--- config.mk ---
export PLATFORM = sky130hd
export DESIGN_NAME = rtp_receiver_statistics
export DESIGN_NICKNAME = d
export VERILOG_FILES = /design/src/hw/rtl/rtprs_pkg.sv /design/src/hw/rtl/rtprs_transit.sv /design/src/hw/rtl/rtprs_jitter.sv /design/src/hw/rtl/rtp_receiver_statistics.sv
export SDC_FILE = /design/constraint.sdc
export NUM_CORES = 2
export LEC_CHECK = 0
export ABC_AREA = 1
export BUFFER_PORTS_ARGS = -buffer_cell sky130_fd_sc_hd__buf_2
export CAP_MARGIN = 0
export CELL_PAD_IN_SITES_DETAIL_PLACEMENT = 1
export CELL_PAD_IN_SITES_GLOBAL_PLACEMENT = 1
export CORE_MARGIN = 2
export CORE_UTILIZATION = 47
export CTS_CLUSTER_DIAMETER = 120
export DETAILED_ROUTE_END_ITERATION = 6
export HOLD_SLACK_MARGIN = 0.05
export PLACE_DENSITY = 0.84
export SYNTH_ARGS = -nofsm -noshare
export SYNTH_HDL_FRONTEND = slang
export SYNTH_SLANG_ARGS = --single-unit
--- constraint.sdc ---
create_clock -name clk -period 17.8 [get_ports clk]
set_clock_uncertainty 0.15 [all_clocks]
set_input_delay 1.78 -clock clk [delete_from_list [all_inputs] [get_ports clk]]
set_output_delay 1.78 -clock clk [all_outputs]
set_load 0.005 [all_outputs]
--- src/hw/rtl/rtprs_pkg.sv ---
// shared constants, types and helpers for the rtp receiver statistics block
`timescale 1ns / 1ps

package rtprs_pkg;

  // parameter defaults
  localparam int COUNT_WIDTH_DEF   = 48;
  localparam int FRAC_BITS_DEF     = 16;
  localparam int ARRIVAL_WIDTH_DEF = 40;
  localparam int JITTER_SHIFT_DEF  = 4;

  // fixed field widths
  localparam int RATE_W = 18;
  localparam int SEQ_W  = 16;
  localparam int TS_W   = 32;
  localparam int DIFF_W = SEQ_W + 2;

  localparam logic [RATE_W-1:0] CLOCK_RATE_RESET = RATE_W'(8000);

  // sequence wrap window
  localparam logic signed [DIFF_W-1:0] SEQ_HALF = DIFF_W'(32768);
  localparam logic signed [DIFF_W-1:0] SEQ_SPAN = DIFF_W'(65536);

  typedef enum logic {
    MODE_UPDATE = 1'b0,
    MODE_CLEAR  = 1'b1
  } mode_t;

  // signed width that holds arrival * rate - (timestamp << frac) exactly
  function automatic int transit_width(input int arrival_w, input int frac_bits);
    int prod_w;
    int shl_w;
    prod_w = arrival_w + RATE_W;
    shl_w  = TS_W + frac_bits;
    return ((prod_w > shl_w) ? prod_w : shl_w) + 1;
  endfunction

endpackage

--- src/hw/rtl/rtprs_transit.sv ---
// transit time: arrival time scaled to media clock minus sender timestamp
`timescale 1ns / 1ps

module rtprs_transit #(
  parameter int ARRIVAL_WIDTH = rtprs_pkg::ARRIVAL_WIDTH_DEF,
  parameter int FRAC_BITS     = rtprs_pkg::FRAC_BITS_DEF
) (
  input  logic [ARRIVAL_WIDTH-1:0]    arrival_time,
  input  logic [rtprs_pkg::RATE_W-1:0] clock_rate,
  input  logic [rtprs_pkg::TS_W-1:0]   media_timestamp,
  output logic signed [rtprs_pkg::transit_width(ARRIVAL_WIDTH, FRAC_BITS)-1:0] transit
);

  localparam int TW     = rtprs_pkg::transit_width(ARRIVAL_WIDTH, FRAC_BITS);
  localparam int PROD_W = ARRIVAL_WIDTH + rtprs_pkg::RATE_W;
  localparam int SHL_W  = rtprs_pkg::TS_W + FRAC_BITS;

  logic [PROD_W-1:0] prod;
  logic [SHL_W-1:0]  ts_shl;

  assign prod   = PROD_W'(arrival_time) * PROD_W'(clock_rate);
  assign ts_shl = {media_timestamp, {FRAC_BITS{1'b0}}};
  assign transit = $signed(TW'(prod)) - $signed(TW'(ts_shl));

endmodule

--- src/hw/rtl/rtprs_jitter.sv ---
// interarrival jitter filter step: j += floor((|d| - j) / 2^shift)
`timescale 1ns / 1ps

module rtprs_jitter #(
  parameter int COUNT_WIDTH  = rtprs_pkg::COUNT_WIDTH_DEF,
  parameter int JITTER_SHIFT = rtprs_pkg::JITTER_SHIFT_DEF,
  parameter int TRANSIT_W    = rtprs_pkg::transit_width(rtprs_pkg::ARRIVAL_WIDTH_DEF,
                                                        rtprs_pkg::FRAC_BITS_DEF)
) (
  input  logic signed [TRANSIT_W-1:0] transit,
  input  logic signed [TRANSIT_W-1:0] prev_transit,
  input  logic [COUNT_WIDTH-1:0]      jitter_in,
  output logic [COUNT_WIDTH-1:0]      jitter_out
);

  localparam int MW = (TRANSIT_W > COUNT_WIDTH) ? TRANSIT_W : COUNT_WIDTH;

  logic signed [TRANSIT_W:0]   diff;
  logic [TRANSIT_W:0]          mag;
  logic [MW-1:0]               mag_ext;
  logic [COUNT_WIDTH-1:0]      d_sat;
  logic signed [COUNT_WIDTH:0] delta;
  logic signed [COUNT_WIDTH:0] step;

  always_comb begin
    diff    = $signed({transit[TRANSIT_W-1], transit})
            - $signed({prev_transit[TRANSIT_W-1], prev_transit});
    mag     = diff[TRANSIT_W] ? (TRANSIT_W + 1)'(-diff) : diff;
    // magnitude never exceeds 2^TRANSIT_W - 1
    mag_ext = MW'(mag[TRANSIT_W-1:0]);
    if (mag_ext > MW'({COUNT_WIDTH{1'b1}})) begin
      d_sat = {COUNT_WIDTH{1'b1}};
    end else begin
      d_sat = mag_ext[COUNT_WIDTH-1:0];
    end
    delta      = $signed({1'b0, d_sat}) - $signed({1'b0, jitter_in});
    step       = delta >>> JITTER_SHIFT;
    jitter_out = jitter_in + step[COUNT_WIDTH-1:0];
  end

endmodule

--- src/hw/rtl/rtp_receiver_statistics.sv ---
// rtp receiver statistics: sequence extension, loss counts and interarrival jitter
// pipeline: input register, then result register (two register stages); one request per
// cycle unless in_stall; the transit multiply sits before the input register
// and the statistics update sits between the input register and the result register
// reset (rst_n low, synchronous): statistics cleared, both stages empty, clock_rate = 8000
// in_stall rises only while the input stage is full and the result register is held
`timescale 1ns / 1ps

module rtp_receiver_statistics #(
  parameter int COUNT_WIDTH   = rtprs_pkg::COUNT_WIDTH_DEF,
  parameter int FRAC_BITS     = rtprs_pkg::FRAC_BITS_DEF,
  parameter int ARRIVAL_WIDTH = rtprs_pkg::ARRIVAL_WIDTH_DEF,
  parameter int JITTER_SHIFT  = rtprs_pkg::JITTER_SHIFT_DEF
) (
  input  logic                          clk,
  input  logic                          rst_n,
  // configuration
  input  logic                          cfg_wr_en,
  input  logic [rtprs_pkg::RATE_W-1:0]  cfg_wr_data,
  // request channel
  input  logic                          in_valid,
  output logic                          in_stall,
  input  logic                          in_mode,
  input  logic [rtprs_pkg::SEQ_W-1:0]   in_seq_number,
  input  logic [rtprs_pkg::TS_W-1:0]    in_media_timestamp,
  input  logic [ARRIVAL_WIDTH-1:0]      in_arrival_time,
  // result channel
  output logic                          out_valid,
  input  logic                          out_stall,
  output logic signed [COUNT_WIDTH-1:0] out_extended_seq,
  output logic [COUNT_WIDTH-1:0]        out_packets_received,
  output logic [COUNT_WIDTH-1:0]        out_packets_reordered,
  output logic [COUNT_WIDTH-1:0]        out_packets_expected,
  output logic [COUNT_WIDTH-1:0]        out_packets_lost,
  output logic [COUNT_WIDTH-1:0]        out_jitter_estimate
);

  localparam int TW     = rtprs_pkg::transit_width(ARRIVAL_WIDTH, FRAC_BITS);
  localparam int DIFF_W = rtprs_pkg::DIFF_W;
  localparam int SEQ_W  = rtprs_pkg::SEQ_W;

  // largest positive extended sequence number
  localparam logic [COUNT_WIDTH-1:0] EXT_MAX = {1'b0, {(COUNT_WIDTH-1){1'b1}}};

  // ---------------------------------------------------------------------------
  // configuration register
  // ---------------------------------------------------------------------------
  logic [rtprs_pkg::RATE_W-1:0] clock_rate_r;

  always_ff @(posedge clk) begin
    if (!rst_n) begin
      clock_rate_r <= rtprs_pkg::CLOCK_RATE_RESET;
    end else if (cfg_wr_en) begin
      clock_rate_r <= cfg_wr_data;
    end
  end

  // ---------------------------------------------------------------------------
  // handshake and stage control
  // ---------------------------------------------------------------------------
  logic s1_valid_r;
  logic out_valid_r;
  logic in_accept;
  logic out_load_ok;   // result register free or being emptied this cycle
  logic s1_advance;    // input stage moves into the result register

  assign out_load_ok = !out_valid_r || !out_stall;
  assign in_stall    = s1_valid_r && !out_load_ok;
  assign in_accept   = in_valid && !in_stall;
  assign s1_advance  = s1_valid_r && out_load_ok;
  assign out_valid   = out_valid_r;

  always_ff @(posedge clk) begin
    if (!rst_n) begin
      s1_valid_r  <= 1'b0;
      out_valid_r <= 1'b0;
    end else begin
      if (in_accept) begin
        s1_valid_r <= 1'b1;
      end else if (s1_advance) begin
        s1_valid_r <= 1'b0;
      end
      if (s1_advance) begin
        out_valid_r <= 1'b1;
      end else if (out_valid_r && !out_stall) begin
        out_valid_r <= 1'b0;
      end
    end
  end

  // ---------------------------------------------------------------------------
  // input stage: transit is formed on the way in, so the multiply has its own register
  // ---------------------------------------------------------------------------
  logic signed [TW-1:0] in_transit;
  rtprs_pkg::mode_t     s1_mode_r;
  logic [SEQ_W-1:0]     s1_seq_r;
  logic signed [TW-1:0] s1_transit_r;

  rtprs_transit #(
    .ARRIVAL_WIDTH (ARRIVAL_WIDTH),
    .FRAC_BITS     (FRAC_BITS)
  ) u_transit (
    .arrival_time    (in_arrival_time),
    .clock_rate      (clock_rate_r),
    .media_timestamp (in_media_timestamp),
    .transit         (in_transit)
  );

  always_ff @(posedge clk) begin
    if (in_accept) begin
      s1_mode_r    <= rtprs_pkg::mode_t'(in_mode);
      s1_seq_r     <= in_seq_number;
      s1_transit_r <= in_transit;
    end
  end

  // ---------------------------------------------------------------------------
  // statistics state
  // ---------------------------------------------------------------------------
  logic                   seen_first_r;
  logic [COUNT_WIDTH-1:0] first_ext_r;     // never negative
  logic [COUNT_WIDTH-1:0] highest_ext_r;   // never negative, only grows until a clear request
  logic [COUNT_WIDTH-1:0] received_r;
  logic [COUNT_WIDTH-1:0] reordered_r;
  logic signed [TW-1:0]   prev_transit_r;
  logic [COUNT_WIDTH-1:0] jitter_r;

  logic                   seen_first_nxt;
  logic [COUNT_WIDTH-1:0] first_ext_nxt;
  logic [COUNT_WIDTH-1:0] highest_ext_nxt;
  logic [COUNT_WIDTH-1:0] received_nxt;
  logic [COUNT_WIDTH-1:0] reordered_nxt;
  logic signed [TW-1:0]   prev_transit_nxt;
  logic [COUNT_WIDTH-1:0] jitter_nxt;

  logic [COUNT_WIDTH-1:0] ext_seq_nxt;
  logic [COUNT_WIDTH-1:0] expected_nxt;
  logic [COUNT_WIDTH-1:0] lost_nxt;

  // sequence extension against the highest number seen
  logic signed [DIFF_W-1:0] seq_diff;
  logic signed [DIFF_W-1:0] seq_diff_adj;
  logic [COUNT_WIDTH:0]     ext_wide;
  logic [COUNT_WIDTH-1:0]   ext_sat;
  logic [COUNT_WIDTH-1:0]   jitter_upd;

  always_comb begin
    // highest is never negative, so its remainder by 65536 is its low half
    seq_diff = $signed({2'b00, s1_seq_r}) - $signed({2'b00, highest_ext_r[SEQ_W-1:0]});
    if (seq_diff > rtprs_pkg::SEQ_HALF) begin
      seq_diff_adj = seq_diff - rtprs_pkg::SEQ_SPAN;
    end else if (seq_diff < -rtprs_pkg::SEQ_HALF) begin
      seq_diff_adj = seq_diff + rtprs_pkg::SEQ_SPAN;
    end else begin
      seq_diff_adj = seq_diff;
    end
    ext_wide = {1'b0, highest_ext_r}
             + {{(COUNT_WIDTH + 1 - DIFF_W){seq_diff_adj[DIFF_W-1]}}, seq_diff_adj};
    // only the positive end can overflow
    if (ext_wide[COUNT_WIDTH:COUNT_WIDTH-1] == 2'b01) begin
      ext_sat = EXT_MAX;
    end else begin
      ext_sat = ext_wide[COUNT_WIDTH-1:0];
    end
  end

  rtprs_jitter #(
    .COUNT_WIDTH  (COUNT_WIDTH),
    .JITTER_SHIFT (JITTER_SHIFT),
    .TRANSIT_W    (TW)
  ) u_jitter (
    .transit      (s1_transit_r),
    .prev_transit (prev_transit_r),
    .jitter_in    (jitter_r),
    .jitter_out   (jitter_upd)
  );

  always_comb begin
    seen_first_nxt   = seen_first_r;
    first_ext_nxt    = first_ext_r;
    highest_ext_nxt  = highest_ext_r;
    received_nxt     = received_r;
    reordered_nxt    = reordered_r;
    prev_transit_nxt = prev_transit_r;
    jitter_nxt       = jitter_r;
    ext_seq_nxt      = '0;
    expected_nxt     = '0;
    lost_nxt         = '0;

    if (s1_mode_r == rtprs_pkg::MODE_CLEAR) begin
      // clear request: everything back to reset, result all zeros
      seen_first_nxt   = 1'b0;
      first_ext_nxt    = '0;
      highest_ext_nxt  = '0;
      received_nxt     = '0;
      reordered_nxt    = '0;
      prev_transit_nxt = '0;
      jitter_nxt       = '0;
    end else begin
      if (!seen_first_r) begin
        // first packet since clear seeds the range, jitter untouched
        ext_seq_nxt     = COUNT_WIDTH'(s1_seq_r);
        first_ext_nxt   = COUNT_WIDTH'(s1_seq_r);
        highest_ext_nxt = COUNT_WIDTH'(s1_seq_r);
      end else begin
        ext_seq_nxt = ext_sat;
        if ($signed(ext_sat) < $signed(highest_ext_r)) begin
          reordered_nxt = (&reordered_r) ? reordered_r : reordered_r + 1'b1;
        end
        if ($signed(ext_sat) > $signed(highest_ext_r)) begin
          highest_ext_nxt = ext_sat;
        end
        jitter_nxt = jitter_upd;
      end
      seen_first_nxt   = 1'b1;
      prev_transit_nxt = s1_transit_r;
      received_nxt     = (&received_r) ? received_r : received_r + 1'b1;
      // highest stays at or below the signed maximum, so the +1 cannot wrap
      expected_nxt     = highest_ext_nxt - first_ext_nxt + 1'b1;
      lost_nxt         = (expected_nxt > received_nxt) ? expected_nxt - received_nxt : '0;
    end
  end

  always_ff @(posedge clk) begin
    if (!rst_n) begin
      seen_first_r   <= 1'b0;
      first_ext_r    <= '0;
      highest_ext_r  <= '0;
      received_r     <= '0;
      reordered_r    <= '0;
      prev_transit_r <= '0;
      jitter_r       <= '0;
    end else if (s1_advance) begin
      seen_first_r   <= seen_first_nxt;
      first_ext_r    <= first_ext_nxt;
      highest_ext_r  <= highest_ext_nxt;
      received_r     <= received_nxt;
      reordered_r    <= reordered_nxt;
      prev_transit_r <= prev_transit_nxt;
      jitter_r       <= jitter_nxt;
    end
  end

  // ---------------------------------------------------------------------------
  // result register
  // ---------------------------------------------------------------------------
  always_ff @(posedge clk) begin
    if (s1_advance) begin
      out_extended_seq      <= $signed(ext_seq_nxt);
      out_packets_received  <= received_nxt;
      out_packets_reordered <= reordered_nxt;
      out_packets_expected  <= expected_nxt;
      out_packets_lost      <= lost_nxt;
      out_jitter_estimate   <= jitter_nxt;
    end
  end

  // ---------------------------------------------------------------------------
  // assertions
  // ---------------------------------------------------------------------------

  // back-pressure only comes from a held result with a full input stage
  assert property (@(posedge clk) disable iff (!rst_n)
    in_stall |-> (s1_valid_r && out_valid_r && out_stall))
    else $error("in_stall without a held result");

  // a clear request leaves the statistics empty
  assert property (@(posedge clk) disable iff (!rst_n)
    (s1_advance && s1_mode_r == rtprs_pkg::MODE_CLEAR) |=>
      (!seen_first_r && received_r == '0 && reordered_r == '0 && jitter_r == '0))
    else $error("statistics not cleared");

  // lost never exceeds expected
  assert property (@(posedge clk) disable iff (!rst_n)
    out_valid_r |-> (out_packets_lost <= out_packets_expected))
    else $error("lost count above expected count");

  // reordered packets are a subset of received ones
  assert property (@(posedge clk) disable iff (!rst_n)
    out_valid_r |-> (out_packets_reordered <= out_packets_received))
    else $error("reordered count above received count");

endmodule

==> metrics.log <==
INFO  metric floorplan.io_pins = 402
INFO  metric synth_edf_count = 364
INFO  metric synth_top_flop_cell = sky130_fd_sc_hd__edfxtp_1
INFO  metric nNetsFinal = 11644
INFO  metric timing.hold.worst.class = reg2reg
INFO  metric die_footprint = 160900 um2
INFO  metric synth_top_area_share = 17.72%
INFO  metric slowest_delay = 0.56 ns
INFO  metric number_of_max_capacitance_violations_reported = 0
INFO  metric route.detailed.wl_per_inst = 21.52 um
INFO  metric clock-root-buffer = sky130_fd_sc_hd__clkbuf_16
INFO  metric fillCellCount = 20036
INFO  metric globalRouteTotalUtil = 32.94%
INFO  metric max_slew.worst_pin.slew = 1.303 ns
INFO  metric grt_setup_unrepaired = no
INFO  metric dp_hpwl = 216100 um
INFO  metric grt_pass1_wl = 418800 um
INFO  metric setup.worst_path.start = s1_seq_r[0]
INFO  metric core-area = 156400 um2
INFO  metric postRouteWirelength = 268100 um
INFO  metric peakVddDrop = 0.3480 mV
INFO  metric post_syn_area_per_cell = 7.307 um2
INFO  metric drt_iter0_drc = 4119
INFO  metric drc_violation_count_after_routing = 1
INFO  metric crit_path_end_kind = flop
INFO  metric timing_worst_setup_path_type = reg2reg
INFO  metric synth.distinct_cells = 71
INFO  metric finalHoldViolCount = 0
INFO  metric status = complete, but fails checks
INFO  metric clk_pin_slew = 0.06 ns
INFO  metric clock_path_buffers = 3
INFO  metric yosysTopAreaCell = sky130_fd_sc_hd__fa_1
INFO  metric static-leakage-power = 39.34 nW
INFO  metric gr-total-overflow = 0
INFO  metric min_period_over_period = 92.09%
INFO  metric clock_latency_on_the_worst_skew_pair = 0.71 ns
INFO  metric critical_path.reg2reg.startpoint = s1_seq_r[0]
INFO  metric layout.area.seq = 17340 um2
INFO  metric ys_top_cells_by_area = sky130_fd_sc_hd__fa_1 18%, sky130_fd_sc_hd__edfxtp_1 15%, sky130_fd_sc_hd__nand2_1 13%
INFO  metric gp_congestion = 0.9568
INFO  metric num_cts_buffers = 84
INFO  metric critPathArrivalTime = 16.69 ns
INFO  metric area_delta_synth_final = 8.994%
INFO  metric finalHoldWorstSlack = 0.2829 ns
INFO  metric area_of_the_mapped_netlist = 74130 um2
INFO  metric setup_violations = 0
INFO  metric crit_path_top_delay_cell = sky130_fd_sc_hd__o311ai_2
INFO  metric drive_above_1_share = 7.375%
INFO  metric min_delay_src = first_ext_r[33]
INFO  metric avgViaCountPerCell = 5.542
INFO  metric ctsHoldBuffers = 0
INFO  metric ys_seq_elements = 684
INFO  metric slew_violations = 0
INFO  metric powerDensity = 223.8 nW/um2
INFO  metric rows = 145
INFO  metric final.setup.tns = 0 ns
INFO  metric share_of_synthesized_area_occupied_by_flip_flops_and_latches = 23.39%
INFO  metric timing.fmax = 61.01 MHz
INFO  metric startpoint_types = flop
INFO  metric synth_fp_nets = 11460
INFO  metric numClockSinks = 684
INFO  metric synth_async_sr_flop_share = 0%
INFO  metric floorplan.initialDensity = 47.40%
INFO  metric grt_max_degree = 129
INFO  metric timing.slew.headroom = 13.01%
INFO  metric post_synth_inst_count = 10146
INFO  metric layout_min_cycle_time = 16.39 ns
INFO  metric failed_checks = design-rule violations
INFO  metric combined_area_of_the_multi_input_logic_cells = 48010 um2
INFO  metric post-layout-total-power = 18.08 mW
INFO  metric cts_tree = yes
INFO  metric chipHeight = 401.2 um
INFO  metric vias_in_the_first_global_route = 74307
INFO  metric antenna_violations_before_repair = 4
INFO  metric routed-via-count = 69048
INFO  metric cts-htree-levels = 3
INFO  metric yosysWarnings = 0
INFO  metric cp_data_required_time = 18.10 ns
INFO  metric timing.critical_path.mode_cell = sky130_fd_sc_hd__nand2_1
INFO  metric detail-route-antenna-nets = 0
INFO  metric numPortBuffers = 401
INFO  metric worst-path-max-fanout = 18
INFO  metric drt_pre_antenna_iters = 7
INFO  metric floorplan.die.width = 401.2 um
## repair_timing
action,CTS,global route
buffers inserted,0,1
setup endpoints to repair,0,28
resized for setup,0,4
## cell usage in the layout (no fill, tap or decap), types with 103 or more instances in the layout
cell / instances
sky130_fd_sc_hd__nand2_1: 2574
sky130_fd_sc_hd__edfxtp_1: 364
sky130_fd_sc_hd__nand3_1: 315
sky130_fd_sc_hd__inv_1: 1964
sky130_fd_sc_hd__dfxtp_1: 319
sky130_fd_sc_hd__buf_2: 400
sky130_fd_sc_hd__xnor2_1: 103
sky130_fd_sc_hd__nor2_1: 757
sky130_fd_sc_hd__a21oi_1: 794
sky130_fd_sc_hd__fa_1: 656
sky130_fd_sc_hd__ha_1: 546
sky130_fd_sc_hd__o21ai_0: 427
sky130_fd_sc_hd__xor2_1: 198
## logic make-up (layout without fill, tap and decap cells)
logic type	count (synthesis)	count (layout)	synth area share, %
compound gates	1588	1588	11.91
xor+xnor	303	303	3.600
fa+ha+maj	1202	1202	26.93
buf+inv	2341	2595	11.89
flops	684	684	23.39
other cells	0	1	0
simple gates	4028	4028	22.29
## synthesized netlist by cell type, types with 5 or more instances
master and count:
sky130_fd_sc_hd__nand2_1 2575, sky130_fd_sc_hd__inv_1 1968, sky130_fd_sc_hd__a21oi_1 794, sky130_fd_sc_hd__nor2_1 760, sky130_fd_sc_hd__fa_1 656, sky130_fd_sc_hd__ha_1 546
sky130_fd_sc_hd__o21ai_0 427, sky130_fd_sc_hd__edfxtp_1 364, sky130_fd_sc_hd__dfxtp_1 320, sky130_fd_sc_hd__nand3_1 315, sky130_fd_sc_hd__clkbuf_1 290, sky130_fd_sc_hd__xor2_1 198
sky130_fd_sc_hd__xnor2_1 103, sky130_fd_sc_hd__nand4_1 94, sky130_fd_sc_hd__nor3_1 88, sky130_fd_sc_hd__a31oi_1 53, sky130_fd_sc_hd__o211ai_1 53, sky130_fd_sc_hd__a211oi_1 50
sky130_fd_sc_hd__buf_1 50, sky130_fd_sc_hd__or2_2 39, sky130_fd_sc_hd__o21ai_1 37, sky130_fd_sc_hd__nor4_1 36, sky130_fd_sc_hd__o21a_1 34, sky130_fd_sc_hd__nand2_2 30
sky130_fd_sc_hd__nor2_2 25, sky130_fd_sc_hd__o21bai_1 20, sky130_fd_sc_hd__a21o_1 16, sky130_fd_sc_hd__a21boi_0 15, sky130_fd_sc_hd__a2bb2oi_1 15, sky130_fd_sc_hd__inv_2 15
sky130_fd_sc_hd__nand3b_1 13, sky130_fd_sc_hd__nand3_2 12, sky130_fd_sc_hd__a221oi_1 11, sky130_fd_sc_hd__o221ai_1 11, sky130_fd_sc_hd__buf_2 10, sky130_fd_sc_hd__o31ai_1 10
sky130_fd_sc_hd__and2_1 9, sky130_fd_sc_hd__nor2_4 9, sky130_fd_sc_hd__a21boi_1 6, sky130_fd_sc_hd__a21oi_2 6, sky130_fd_sc_hd__nand2_4 5, sky130_fd_sc_hd__o21ai_2 5
## worst max-delay path: cells and delay by family (launching register included)
family          cells  cell delay, ns
compound gates     24            5.25
xor+xnor            3            0.56
fa+ha+maj           8            2.42
buf+inv            11            1.57
flops               1            0.35
simple gates       42            5.82
## metal layers
layer	global-route usage [%]	vias up	wire [um]
met4	13.24	2	11340
met1	41.98	34275	114500
met3	3.370	570	12730
li1	-	32241	-
met5	0	-	13
met2	57.15	1960	129500
## state kept, by name, indices dropped and copies added, names as in the netlist
| register | flops |
|---|---|
| clock_rate_r | 18 |
| seen_first_r | 1 |
| s1_transit_r | 59 |
| highest_ext_r | 48 |
| out_packets_lost | 48 |
| first_ext_r | 48 |
| jitter_r | 48 |
| out_valid | 1 |
| s1_valid_r | 1 |
| received_r | 48 |
| out_extended_seq | 48 |
| reordered_r | 48 |
| out_packets_reordered | 48 |
| s1_mode_r | 1 |
| out_packets_received | 48 |
| out_packets_expected | 48 |
| prev_transit_r | 59 |
| s1_seq_r | 16 |
| out_jitter_estimate | 48 |
## worst paths after layout
path                                              to  cells past startpoint  slack (ns)
worst max-delay path            out_packets_lost[38]                     88        1.41
worst max register to register  out_packets_lost[38]                     88        1.41
worst min register to register       first_ext_r[33]                      2        0.28
worst min-delay path                 first_ext_r[33]                      2        0.28
## area by class of cell
type / count / area share, %
antenna: 1 / 0.003097
clock inverter: 45 / 0.7913
timing repair buffer: 452 / 2.992
inverter: 1986 / 9.245
timing repair inverter: 1 / 0.009291
clock buffer: 111 / 2.891
tap: 2058 / 3.187
sequential: 684 / 21.46
multi-input combinational: 7121 / 59.42
## through the flow
stage	utilization (%)	instances	cell area [um2]	setup WS [ns]
floorplan	-	10146	74130	4.604
CTS	51.65	12456	80770	1.002
detailed placement	49.75	12300	77800	1.176
global route	51.66	12458	80800	0.06380
finish	51.67	12459	80800	1.408
global placement	49.75	12300	77800	1.594
## power breakdown
part           switching, mW  internal (mW)  leakage, nW
Clock                  0.770           1.09         1.43
Combinational           9.05           4.62         31.8
Sequential             0.176           2.38         6.14
Total                   9.99           8.09         39.3
Note: power is estimated with default switching activity, not from simulation.
